--- src/rtl/msbag_pkg.sv ---
package msbag_pkg;

   localparam int CAPACITY_DEFAULT    = 16;
   localparam int ENTRY_WIDTH_DEFAULT = 32;

   localparam int OP_W      = 2;
   localparam int VALUE_W   = 32;
   localparam int CNT_OUT_W = 5;
   localparam int LIMIT_W   = 5;

   localparam logic [LIMIT_W-1:0] LIMIT_RESET = 5'd16;

   typedef enum logic [OP_W-1:0] {
      OP_ADD    = 2'd0,
      OP_REMOVE = 2'd1,
      OP_QUERY  = 2'd2,
      OP_CLEAR  = 2'd3
   } op_type;

   typedef struct packed {
      logic add_en;
      logic shift_en;
   } cell_ctrl_type;

   typedef struct packed {
      logic active;
      logic found;
   } tok_type;

endpackage

--- src/rtl/msbag_req_if.sv ---
interface msbag_req_if;
   logic                               valid;
   logic                               ready;
   msbag_pkg::op_type                  op;
   logic [msbag_pkg::VALUE_W-1:0]      entry_value;

   modport source (output valid, output op, output entry_value, input ready);
   modport sink   (input valid, input op, input entry_value, output ready);
endinterface

--- src/rtl/msbag_rsp_if.sv ---
interface msbag_rsp_if;
   logic                               valid;
   logic                               ready;
   logic                               ok;
   logic [msbag_pkg::CNT_OUT_W-1:0]    frequency;
   logic [msbag_pkg::CNT_OUT_W-1:0]    entry_total;
   logic                               is_empty_flag;

   modport source (output valid, output ok, output frequency, output entry_total,
                   output is_empty_flag, input ready);
   modport sink   (input valid, input ok, input frequency, input entry_total,
                   input is_empty_flag, output ready);
endinterface

--- src/rtl/msbag_cell.sv ---
module msbag_cell #(
   parameter int ENTRY_WIDTH = 32,
   parameter int CAPACITY    = 16,
   parameter int IDX         = 0
) (
   input  logic                               clock,
   input  logic                               reset,
   input  msbag_pkg::cell_ctrl_type           ctrl,
   input  logic [ENTRY_WIDTH-1:0]             scan_value,
   input  logic [$clog2(CAPACITY+1)-1:0]      count,
   input  msbag_pkg::tok_type                 tok_in,
   input  logic [$clog2(CAPACITY+1)-1:0]      freq_in,
   input  logic [ENTRY_WIDTH-1:0]             next_entry,
   output msbag_pkg::tok_type                 tok_out,
   output logic [$clog2(CAPACITY+1)-1:0]      freq_out,
   output logic [ENTRY_WIDTH-1:0]             entry_out
);
   import msbag_pkg::*;

   localparam int CNT_W = $clog2(CAPACITY+1);
   localparam logic [CNT_W-1:0] MY_IDX = CNT_W'(IDX);

   logic [ENTRY_WIDTH-1:0] entry_ff;
   tok_type                tok_ff;
   logic [CNT_W-1:0]       freq_ff;
   logic                   shift_ff;
   logic                   hit;

   assign hit = tok_in.active && (MY_IDX < count) && (entry_ff == scan_value);

   always_ff @(posedge clock) begin
      if (reset) begin
         tok_ff   <= '0;
         shift_ff <= 1'b0;
      end else begin
         tok_ff.active <= tok_in.active;
         tok_ff.found  <= tok_in.found | hit;
         if (tok_in.active) begin
            shift_ff <= tok_in.found | hit;
         end
      end
   end

   always_ff @(posedge clock) begin
      freq_ff <= freq_in + CNT_W'(hit);
      if (ctrl.add_en && (count == MY_IDX)) begin
         entry_ff <= scan_value;
      end else if (ctrl.shift_en && shift_ff) begin
         entry_ff <= next_entry;
      end
   end

   assign tok_out   = tok_ff;
   assign freq_out  = freq_ff;
   assign entry_out = entry_ff;

endmodule

--- src/rtl/multiset_bag_store.sv ---
// Channel   Direction  Payload
// req_chan  in         op, entry_value
// rsp_chan  out        ok, frequency, entry_total, is_empty_flag
// csr       in         csr_wr_en, csr_wr_data (entry limit)
//
// A new word is accepted only once the last one has been committed to the result register.
// Each search token walks down the row of entry cells, one per cycle, before the commit.
// The result register frees the input as soon as the result is loaded.
// Reset is synchronous and empties the bag; entry contents are not cleared.
// A stalled result holds off the next word's change to the bag until it is taken.
module multiset_bag_store #(
   parameter int CAPACITY    = msbag_pkg::CAPACITY_DEFAULT,
   parameter int ENTRY_WIDTH = msbag_pkg::ENTRY_WIDTH_DEFAULT
) (
   input  logic                             clock,
   input  logic                             reset,
   msbag_req_if.sink                        req_chan,
   msbag_rsp_if.source                      rsp_chan,
   input  logic                             csr_wr_en,
   input  logic [msbag_pkg::LIMIT_W-1:0]    csr_wr_data
);
   import msbag_pkg::*;

   localparam int CNT_W = $clog2(CAPACITY+1);
   localparam int CMP_W = (CNT_W > LIMIT_W) ? CNT_W : LIMIT_W;

   typedef enum logic [2:0] {
      ST_IDLE = 3'b001,
      ST_SCAN = 3'b010,
      ST_DONE = 3'b100
   } state_type;

   state_type              state_ff, state_in;
   op_type                 op_ff;
   logic [ENTRY_WIDTH-1:0] value_ff;
   logic                   start_ff;
   logic [CNT_W-1:0]       count_ff, count_in;
   logic [LIMIT_W-1:0]     limit_ff;
   logic [CNT_W-1:0]       freq_ff;
   logic                   found_ff;

   logic                   rsp_valid_ff;
   logic                   rsp_ok_ff, rsp_ok_in;
   logic [CNT_OUT_W-1:0]   rsp_freq_ff, rsp_freq_in;
   logic [CNT_OUT_W-1:0]   rsp_total_ff;
   logic                   rsp_empty_ff;

   logic                   accept;
   logic                   commit;
   logic                   room;
   cell_ctrl_type          cell_ctrl;

   tok_type                tok_chain  [0:CAPACITY];
   logic [CNT_W-1:0]       freq_chain [0:CAPACITY];
   logic [ENTRY_WIDTH-1:0] entry_bus  [0:CAPACITY];

   assign accept = req_chan.valid && req_chan.ready;
   assign commit = (state_ff == ST_DONE) && (!rsp_valid_ff || rsp_chan.ready);
   assign room   = (CMP_W'(count_ff) < CMP_W'(limit_ff)) && (count_ff < CNT_W'(CAPACITY));

   assign tok_chain[0].active = start_ff;
   assign tok_chain[0].found  = 1'b0;
   assign freq_chain[0]       = '0;
   assign entry_bus[CAPACITY] = '0;

   genvar gi;
   generate
      for (gi = 0; gi < CAPACITY; gi++) begin : g_cell
         msbag_cell #(
            .ENTRY_WIDTH (ENTRY_WIDTH),
            .CAPACITY    (CAPACITY),
            .IDX         (gi)
         ) u_cell (
            .clock      (clock),
            .reset      (reset),
            .ctrl       (cell_ctrl),
            .scan_value (value_ff),
            .count      (count_ff),
            .tok_in     (tok_chain[gi]),
            .freq_in    (freq_chain[gi]),
            .next_entry (entry_bus[gi+1]),
            .tok_out    (tok_chain[gi+1]),
            .freq_out   (freq_chain[gi+1]),
            .entry_out  (entry_bus[gi])
         );
      end
   endgenerate

   always_comb begin
      state_in    = state_ff;
      count_in    = count_ff;
      rsp_ok_in   = 1'b0;
      rsp_freq_in = CNT_OUT_W'(freq_ff);
      cell_ctrl   = '0;
      unique case (state_ff)
         ST_IDLE: begin
            if (accept) begin
               state_in = ST_SCAN;
            end
         end
         ST_SCAN: begin
            if (tok_chain[CAPACITY].active) begin
               state_in = ST_DONE;
            end
         end
         ST_DONE: begin
            if (commit) begin
               state_in = ST_IDLE;
            end
         end
         default: begin
            state_in = ST_IDLE;
         end
      endcase
      unique case (op_ff)
         OP_ADD: begin
            if (room) begin
               cell_ctrl.add_en = commit;
               count_in         = count_ff + 1'b1;
               rsp_ok_in        = 1'b1;
            end
         end
         OP_REMOVE: begin
            if (found_ff) begin
               cell_ctrl.shift_en = commit;
               count_in           = count_ff - 1'b1;
               rsp_ok_in          = 1'b1;
            end
         end
         OP_QUERY: begin
            rsp_ok_in = found_ff;
         end
         OP_CLEAR: begin
            count_in    = '0;
            rsp_ok_in   = 1'b1;
            rsp_freq_in = '0;
         end
         default: begin
            rsp_ok_in = 1'b0;
         end
      endcase
   end

   always_ff @(posedge clock) begin
      if (reset) begin
         state_ff     <= ST_IDLE;
         start_ff     <= 1'b0;
         count_ff     <= '0;
         limit_ff     <= LIMIT_RESET;
         rsp_valid_ff <= 1'b0;
      end else begin
         state_ff <= state_in;
         start_ff <= accept;
         if (csr_wr_en) begin
            limit_ff <= csr_wr_data;
         end
         if (commit) begin
            count_ff     <= count_in;
            rsp_valid_ff <= 1'b1;
         end else if (rsp_chan.ready) begin
            rsp_valid_ff <= 1'b0;
         end
      end
   end

   always_ff @(posedge clock) begin
      if (accept) begin
         op_ff    <= req_chan.op;
         value_ff <= ENTRY_WIDTH'(req_chan.entry_value);
      end
      if ((state_ff == ST_SCAN) && tok_chain[CAPACITY].active) begin
         freq_ff  <= freq_chain[CAPACITY];
         found_ff <= tok_chain[CAPACITY].found;
      end
      if (commit) begin
         rsp_ok_ff    <= rsp_ok_in;
         rsp_freq_ff  <= rsp_freq_in;
         rsp_total_ff <= CNT_OUT_W'(count_in);
         rsp_empty_ff <= (count_in == '0);
      end
   end

   assign req_chan.ready         = (state_ff == ST_IDLE);
   assign rsp_chan.valid         = rsp_valid_ff;
   assign rsp_chan.ok            = rsp_ok_ff;
   assign rsp_chan.frequency     = rsp_freq_ff;
   assign rsp_chan.entry_total   = rsp_total_ff;
   assign rsp_chan.is_empty_flag = rsp_empty_ff;

   // The search token may only leave the end of the row while a scan is running.
   a_tail_in_scan: assert property (@(posedge clock) disable iff (reset)
      tok_chain[CAPACITY].active |-> (state_ff == ST_SCAN))
      else $error("search token left the cell row outside a scan");

   a_count_bound: assert property (@(posedge clock) disable iff (reset)
      count_ff <= CNT_W'(CAPACITY))
      else $error("entry count beyond capacity");

   a_count_commit: assert property (@(posedge clock) disable iff (reset)
      (!$past(reset) && (count_ff != $past(count_ff))) |-> $past(state_ff == ST_DONE))
      else $error("entry count changed outside a commit");

   a_rsp_from_done: assert property (@(posedge clock) disable iff (reset)
      (!$past(reset) && $rose(rsp_valid_ff)) |-> $past(state_ff == ST_DONE))
      else $error("result word raised without a finished scan");

endmodule
--- src/flat_wrapper.sv ---
// flat-port wrapper written by rule: the top's interface ports become plain ports
module multiset_bag_store_flat import msbag_pkg::*;
#(
   parameter int CAPACITY    = msbag_pkg::CAPACITY_DEFAULT,
   parameter int ENTRY_WIDTH = msbag_pkg::ENTRY_WIDTH_DEFAULT
)
  (clock, reset, csr_wr_en, csr_wr_data, req_chan_valid, req_chan_op, req_chan_entry_value, req_chan_ready, rsp_chan_valid, rsp_chan_ok, rsp_chan_frequency, rsp_chan_entry_total, rsp_chan_is_empty_flag, rsp_chan_ready);
  msbag_req_if req_chan_i ();
  msbag_rsp_if rsp_chan_i ();
  input  logic clock;
  input  logic reset;
  input  logic csr_wr_en;
  input  logic [msbag_pkg::LIMIT_W-1:0] csr_wr_data;
  input wire logic [$bits(req_chan_i.valid)-1:0] req_chan_valid;
  input wire logic [$bits(req_chan_i.op)-1:0] req_chan_op;
  input wire logic [$bits(req_chan_i.entry_value)-1:0] req_chan_entry_value;
  output wire logic [$bits(req_chan_i.ready)-1:0] req_chan_ready;
  output wire logic [$bits(rsp_chan_i.valid)-1:0] rsp_chan_valid;
  output wire logic [$bits(rsp_chan_i.ok)-1:0] rsp_chan_ok;
  output wire logic [$bits(rsp_chan_i.frequency)-1:0] rsp_chan_frequency;
  output wire logic [$bits(rsp_chan_i.entry_total)-1:0] rsp_chan_entry_total;
  output wire logic [$bits(rsp_chan_i.is_empty_flag)-1:0] rsp_chan_is_empty_flag;
  input wire logic [$bits(rsp_chan_i.ready)-1:0] rsp_chan_ready;
  assign req_chan_i.valid = req_chan_valid;
  assign req_chan_i.op = req_chan_op;
  assign req_chan_i.entry_value = req_chan_entry_value;
  assign req_chan_ready = req_chan_i.ready;
  assign rsp_chan_valid = rsp_chan_i.valid;
  assign rsp_chan_ok = rsp_chan_i.ok;
  assign rsp_chan_frequency = rsp_chan_i.frequency;
  assign rsp_chan_entry_total = rsp_chan_i.entry_total;
  assign rsp_chan_is_empty_flag = rsp_chan_i.is_empty_flag;
  assign rsp_chan_i.ready = rsp_chan_ready;
  multiset_bag_store #(.CAPACITY(CAPACITY), .ENTRY_WIDTH(ENTRY_WIDTH)) u_core (.clock(clock), .reset(reset), .req_chan(req_chan_i), .rsp_chan(rsp_chan_i), .csr_wr_en(csr_wr_en), .csr_wr_data(csr_wr_data));
endmodule
--- config.mk ---
export PLATFORM = sky130hd
export DESIGN_NAME = multiset_bag_store_flat
export DESIGN_NICKNAME = d
export VERILOG_FILES = /design/src/rtl/msbag_pkg.sv /design/src/rtl/msbag_req_if.sv /design/src/rtl/msbag_rsp_if.sv /design/src/rtl/msbag_cell.sv /design/src/rtl/multiset_bag_store.sv /design/src/flat_wrapper.sv
export SDC_FILE = /design/constraint.sdc
export NUM_CORES = 1
export LEC_CHECK = 0
export ABC_CLOCK_PERIOD_IN_PS = 3200
export CAP_MARGIN = 20
export CORE_ASPECT_RATIO = 2
export CORE_MARGIN = 4
export CORE_UTILIZATION = 35
export CTS_CLUSTER_DIAMETER = 200
export DETAILED_ROUTE_END_ITERATION = 10
export DONT_BUFFER_PORTS = 1
export SYNTH_ARGS = -nofsm -noshare
export SYNTH_HDL_FRONTEND = slang
export SYNTH_SLANG_ARGS = --single-unit
--- constraint.sdc ---
create_clock -name clock -period 3.2 [get_ports clock]
set_input_delay 0.48 -clock clock [delete_from_list [all_inputs] [get_ports clock]]
set_output_delay 0.48 -clock clock [all_outputs]
set_load 0.02 [all_outputs]
* Yosys cells after proc, flatten, opt, wreduce, memory -nomap -nowiden
Index checks and enable logic that the tools add are counted.
** Operators by class
- Add/sub/neg operators :: 17
- Magnitude comparators :: 18
- Equality and inequality tests :: 40
- Multiplexer cells :: 48
- Bitwise logic cells :: 15
- Reductions and logical operators :: 91
** Operators with widths (number)
- $mux W32 :: 32
- $eq A32 B32 Y1 :: 16
- $logic_and A1 B1 Y1 :: 68
- $add A5 B1 Y5 :: 13
- $eq A5 B4 Y1 const B :: 8
- $lt A4 B5 Y1 const A :: 8
- $reduce_bool A2 Y1 :: 17
- $eq A5 B3 Y1 const B :: 4
- $lt A3 B5 Y1 const A :: 4
- $or A1 B1 Y1 :: 15
- $pmux W5 S3 :: 1
- $eq A5 B2 Y1 const B :: 2
- $logic_not A5 Y1 :: 2
- $lt A1 B5 Y1 const A :: 2
- $lt A2 B5 Y1 const A :: 2
- $mux W5 :: 2
- $mux W3 :: 3
- $pmux W3 S3 :: 1
- $mux W1 :: 8
- $add A5 B1 Y5 const B :: 1
- $eq A5 B1 Y1 const B :: 1
- $lt A5 B5 Y1 :: 1
- $lt A5 B5 Y1 const B :: 1
- $sub A5 B1 Y5 const B :: 1
- 14 further kinds :: 16
** Word-level totals
- Register bits :: 700
- Input bits :: 44
- Output and inout port bits :: 14
- Logic and storage cells :: 322

* Depth between registers and ports, before layout
- Depth in word-level cells :: 8
- Depth in mapped cells :: 10

* Hierarchy
From an unflattened synthesis, not the netlist that was laid out.
** Second synthesis, totals
- Cell total of the unflattened synthesis :: 2418
- Area, all modules :: 35776.8 µm²
** By module, submodules not included
- multiset_bag_store :: times used 1, cells each 205, area each 2762.6 µm²
- msbag_cell (u_core.g_cell[9].u_cell) :: times used 1, cells each 138, area each 2157.1 µm²
- msbag_cell (u_core.g_cell[1].u_cell) :: times used 1, cells each 138, area each 2143.3 µm²
- msbag_cell (u_core.g_cell[3].u_cell) :: times used 1, cells each 137, area each 2139.6 µm²
- msbag_cell (u_core.g_cell[4].u_cell) :: times used 1, cells each 141, area each 2133.3 µm²
- msbag_cell (u_core.g_cell[10].u_cell) :: times used 1, cells each 139, area each 2128.3 µm²
- msbag_cell (u_core.g_cell[0].u_cell) :: times used 1, cells each 138, area each 2119.5 µm²
- msbag_cell (u_core.g_cell[13].u_cell) :: times used 1, cells each 140, area each 2115.8 µm²
- msbag_cell (u_core.g_cell[8].u_cell) :: times used 1, cells each 142, area each 2029.4 µm²
- msbag_cell (u_core.g_cell[6].u_cell) :: times used 1, cells each 138, area each 2025.7 µm²
- msbag_cell (u_core.g_cell[5].u_cell) :: times used 1, cells each 137, area each 2021.9 µm²
- msbag_cell (u_core.g_cell[7].u_cell) :: times used 1, cells each 136, area each 2016.9 µm²
- msbag_cell (u_core.g_cell[2].u_cell) :: times used 1, cells each 138, area each 2011.9 µm²
- msbag_cell (u_core.g_cell[12].u_cell) :: times used 1, cells each 138, area each 2000.7 µm²
- +3 rows

* Least setup slack after synthesis
Ideal clock, no wire load.
- Kind :: flip-flop to flip-flop
- Start point :: reg u_core.limit_ff[2]
- End point :: reg u_core.g_cell[15].u_cell.entry_ff[0], enable pin
- Arrival :: 2.872 ns
- Required time :: 2.812 ns
- Path slack :: -0.060 ns
- Stages on the path, launching flop included :: 11
- Path through :: dfxtp_1 -> inv_1 -> ha_1 -> a21o_1 -> a31oi_4 -> o21ai_2 -> nor4_4 -> buf_6 -> and3_1 -> clkbuf_1 -> a21o_1
** Between the ends
- Longest elaborated chain between the ends :: 6
** RTL lines
- from (decl) :: line multiset_bag_store.sv:38 : logic [LIMIT_W-1:0] limit_ff;
- from (signal assigned) :: line multiset_bag_store.sv:155 : limit_ff <= csr_wr_data;
- $lt A5 B5 Y1 :: line multiset_bag_store.sv:59 : assign room = (CMP_W'(count_ff) < CMP_W'(limit_ff)) && (count_ff < CNT_W'(CAPACITY));
- $logic_and A1 B1 Y1 :: line multiset_bag_store.sv:59
- $mux W1 :: line multiset_bag_store.sv:117 : if (room) begin
- $mux W1 :: line multiset_bag_store.sv:115 : unique case (op_ff)
- $logic_and A1 B1 Y1 :: line msbag_cell.sv:46 : if (ctrl.add_en && (count == MY_IDX)) begin
- $reduce_bool A2 Y1 (no source line)
- to (signal assigned) :: line msbag_cell.sv:47 : entry_ff <= scan_value;
- to (signal assigned) :: line msbag_cell.sv:49 : entry_ff <= next_entry;
- to (decl) :: line msbag_cell.sv:23 : logic [ENTRY_WIDTH-1:0] entry_ff;
No other way between the ends.
A chain may end at the register's enable or synchronous reset.

* Worst setup path in the final report
- Start point :: reg u_core.limit_ff[4]
- End point :: reg u_core.g_cell[13].u_cell.entry_ff[6], enable pin
** Between the ends
- Longest elaborated chain between the ends :: 6
** RTL lines (line)
- $lt A5 B5 Y1 :: multiset_bag_store.sv:59
- $logic_and A1 B1 Y1 :: multiset_bag_store.sv:59
- $mux W1 :: multiset_bag_store.sv:117
- $mux W1 :: multiset_bag_store.sv:115
- $logic_and A1 B1 Y1 :: msbag_cell.sv:46
- $reduce_bool A2 Y1 (no source line)
- to (signal assigned) :: msbag_cell.sv:47
- to (signal assigned) :: msbag_cell.sv:49
- to (decl) :: msbag_cell.sv:23
No other way between the ends.

==> results.md <==
* Num CTS Buffers at 70
* Clock sinks at roughly 700
* Vias at about 20000
* Max Freq at about 0.32 GHz
* Post-synth cell types at 55
* Root buf cell: clkbuf_16
* R2r setup slk at approximately 0.092 ns
* Worst EP required at ~3.5 ns
* Synthesized instance count at roughly 2500
* R2R Path Start: u_core.limit_ff[4]$_SDFFE_PP1P_
* Worst slew pin tran at between 0.9 and 1 ns
* Worst endpoint data arrival time at between 3 and 4 ns
* Crit start category: flop
* Crit Path Category: reg -> reg
* Min-delay worst type: in -> reg
* Max_cap viols at 0
* Share of layout cells above drive strength 1 at 0.1991
* Net Sw Frac at 0.2303
* Largest net degree at the start of global routing at 60
* Initial DRC count at about 1300
* Final Core Density at 0.4060
* Placement Rows at 162
* Ys flop type: edfxtp_1
* Core area at just under 100000 um2
* Residual DRC at 0
* Critical Path Sink Type: flop
* ANT nets after route at 0
* Ports at 58
* Synth warn at 0
* Max Fanout on Critical Path at 32
* Adder-cell share of the synthesized area at 0.01534
* Period utilisation layout at 0.9712
* Die area at roughly 100000 um2
* DR WL met3 at roughly 2600 um
* Clock-pin slew on the worst setup and hold paths at ~0.060 ns
* Top Layer Used: met4
* Share of flip-flops with an asynchronous set or reset at 0
* First drt pass iteration count at 5
* Unrepaired setup endpoints after global routing: no
* Largest family of logic cells by synthesized area: multiplexers
* Hold Startpoint: rsp_chan_ready
* Routability cong. at approximately 0.94
* Total negative setup slack at 0 ns
* Slew margin rel. at 0.3830
* Outcome: finished, final reports clean
* WL met1 at 28990 um
* Clk_lat worst skew at around 0.65 ns
* Skew final at approximately 0.034 ns
* Post-Syn Area at ~34000 um2
* Total routed wirelength at 98430 um
* Hold Path Sink: u_core.rsp_chan.valid$_SDFFE_PP0P_
* Final setup fails at 0
* Synth Area per Inst at approximately 14 um2
* Avg WL per Cell at between 20 and 30 um
* Fin. Hold Viols at 0
* Worst-case vdd ir drop at ~0.37 mV
* Gr ovfl total at 0
* Clock share of power at 0.427
* FF-to-FF End: u_core.g_cell[13].u_cell.entry_out[6]$_DFFE_PP_
* Seq pwr share at 0.512
* Hold path cells at 2
* Max Buffers Root-to-Sink at 3
* Detailed placer's ending HPWL at about 74000 um
* Initial antenna violation count at 1
* DR WL met2 at about 57000 um
* CTS tree: done
* Number of flops mapped to enable cells by yosys at 564
* Vias per std cell at ~5.2
* Power per cell area at between 400 and 500 nW/um2
* Mux share of post-synthesis cell area at 0.1596
* Starting Density at 0.3520
* First-pass GRT wire length at between 100000 and 150000 um
* Internal Power at between 10 and 15 mW
* Leading cell types by total area after synthesis: edfxtp_1, xor2_1, mux2_1
* H-tree Lvls at 3
* P_sw at between 4 and 5 mW
* Height of the die at between 400 and 500 um
* Nets at 2655
* Xor/xnor cell area share of the yosys netlist at 0.1388
* Post-synth top area cell: edfxtp_1
* Simple-gate area share of the yosys netlist at 0.07149
* Combinational fraction of design power at 0.060
* Sequential share of the synthesized area at 0.5722
* Vias in the first global route at between 20000 and 25000
* Worst Reg-to-Reg Cells at 12
* Syn Nets at between 2000 and 3000
* Synth Area in Compound Gates at 0.01534
* Total chip power at between 15 and 20 mW
* Minimum clock period at approximately 3.1 ns
* Port bufs at 0
* Die X at 229.2 um
* GRT Util Overall at 0.1868
* Max-slew violation count at 0
* Leak pwr at 13.95 nW
* Top-area cell type share of the netlist area at 0.4945
* Area grow syn2layout at 15.32%
* Flops & latches, synth at between 600 and 700
how the worst max path moves through the flow:
stage,start,endpoint,slack [ns]
2_1_floorplan,u_core.limit_ff[2]$_SDFFE_PP0P_,u_core.g_cell[0].u_cell.entry_out[0]$_DFFE_PP_,0.06
3_3_place_gp,u_core.value_ff[20]$_DFFE_PP_,u_core.g_cell[7].u_cell.freq_out[4]$_DFF_P_,-0.49
3_5_place_dp,u_core.value_ff[20]$_DFFE_PP_,u_core.g_cell[7].u_cell.freq_out[4]$_DFF_P_,-0.50
4_1_cts,u_core.value_ff[12]$_DFFE_PP_,u_core.g_cell[7].u_cell.freq_out[4]$_DFF_P_,0.02
5_1_grt,u_core.value_ff[4]$_DFFE_PP_,u_core.g_cell[13].u_cell.freq_out[4]$_DFF_P_,0.008
6_report,u_core.limit_ff[4]$_SDFFE_PP1P_,u_core.g_cell[13].u_cell.entry_out[6]$_DFFE_PP_,0.09
worst max-delay path, stage by stage, from the launching register on:
cell and delay (ns):
dfxtp_1 0.31, inv_1 0.05, ha_1 0.35, a211oi_1 0.44, o21ai_2 0.17, nor4_4 0.29
buf_4 0.18, buf_12 0.17, nand4_1 0.10, buf_4 0.19, buf_12 0.16, nand2_1 0.13
buf_12 0.21
cell families (layout without fill, tap and decap cells):
| logic type | after synthesis | after routing |
|---|---|---|
| simple gates | 425 | 425 |
| other cells | 0 | 1 |
| fa+ha+maj | 42 | 42 |
| flops | 697 | 697 |
| xor+xnor | 543 | 543 |
| mux | 486 | 486 |
| compound gates | 71 | 71 |
| buf+inv | 220 | 358 |
metrics by stage:
step / hold WS [ns] / setup slack (ns) / cell area, um2 / instances
3_5_place_dp: 0.3887 / -0.4999 / 36470 / 3665
3_3_place_gp: 0.3929 / -0.4864 / 36470 / 3665
4_1_cts: 0.02147 / 0.01752 / 39370 / 3847
5_1_grt: 0.04762 / 0.007800 / 39500 / 3853
6_report: 0.06421 / 0.09204 / 39500 / 3853
2_1_floorplan: 0.3855 / 0.05840 / 34250 / 2484
state kept, by name, summed over array words and instances, names as in the netlist, 5 cells and up:
signal,count
u_core.count_ff,5
u_core.freq_ff,5
u_core.g_cell.u_cell.entry_out,512
u_core.g_cell.u_cell.freq_out,70
u_core.g_cell.u_cell.shift_ff,16
u_core.g_cell.u_cell.tok_out,32
u_core.limit_ff,5
u_core.rsp_chan.entry_total,5
u_core.rsp_chan.frequency,5
u_core.value_ff,32
timing repair:
action / in CTS / in global routing
buffers inserted: 10 / 3
resized for setup: 18 / 11
pin swaps: 1 / 1
setup endpoints to repair: 51 / 103
endpoints found under the hold margin: 95 / 0
cloned: 0 / 2
hold buffers: 47 / 0
cells in the mapped netlist (3+ instances only):
cell type    n
clkbuf_1   125
o211ai_1     3
nor3_1      23
nand3_4      9
nand4_1     32
mux2_2     220
o21ai_0     10
edfxtp_1   564
inv_1       21
buf_1       10
and2_1      34
a2111oi_0    5
mux2i_1      5
a21oi_1     12
xor2_1     481
ha_1        42
nand2b_1     7
nor2_1      69
dfxtp_1    133
mux2_1     261
buf_2       60
nor2b_1     27
nor4b_1      4
nand3_1     49
xnor2_1     62
a211oi_1    20
nand3b_1     3
and3_1       5
a21o_1       4
buf_6        4
nor4_1     114
nand2_1     40
per-layer routing:
| layer | track usage | up-vias |
|---|---|---|
| li1 | - | 9177 |
| met1 | 0.1549 | 9958 |
| met2 | 0.3760 | 509 |
| met3 | 0.02219 | 251 |
| met4 | 0.1618 | 0 |
| met5 | 0 | - |
layout make-up:
cell class                 instances  area, um2
sequential                       697      19600
clock inverter                    29      237.7
antenna                            1      2.502
multi-input combinational       1567      13860
inverter                          21      78.83
fill                            8899      57800
clock buffer                      96       1964
tap                             1230       1539
timing repair buffer             212       2218
placed cells by master, fill, tap and decap left out, types with 12 or more instances in the layout:
cell	instances
a211oi_1	20
a21oi_1	12
and2_1	33
buf_12	35
buf_4	123
clkbuf_1	15
clkbuf_16	74
dfxtp_1	133
dlygate4sd3_1	46
edfxtp_1	564
ha_1	42
inv_1	21
mux2_1	261
mux2_2	220
nand2_1	40
nand3_1	47
nand4_1	32
nor2_1	69
nor2b_1	27
nor3_1	19
nor4_1	101
nor4_2	12
xnor2_1	62
xor2_1	481
power groups by stage:
stage	clock, mW	combinational (mW)	sequential (mW)
2_1_floorplan	0	0.626	9.92
3_3_place_gp	0	1.02	9.97
3_5_place_dp	0	1.04	9.97
4_1_cts	8.33	1.15	9.76
5_1_grt	8.74	1.21	9.75
6_report	8.14	1.15	9.76
Power figures use the tool's default switching activity.
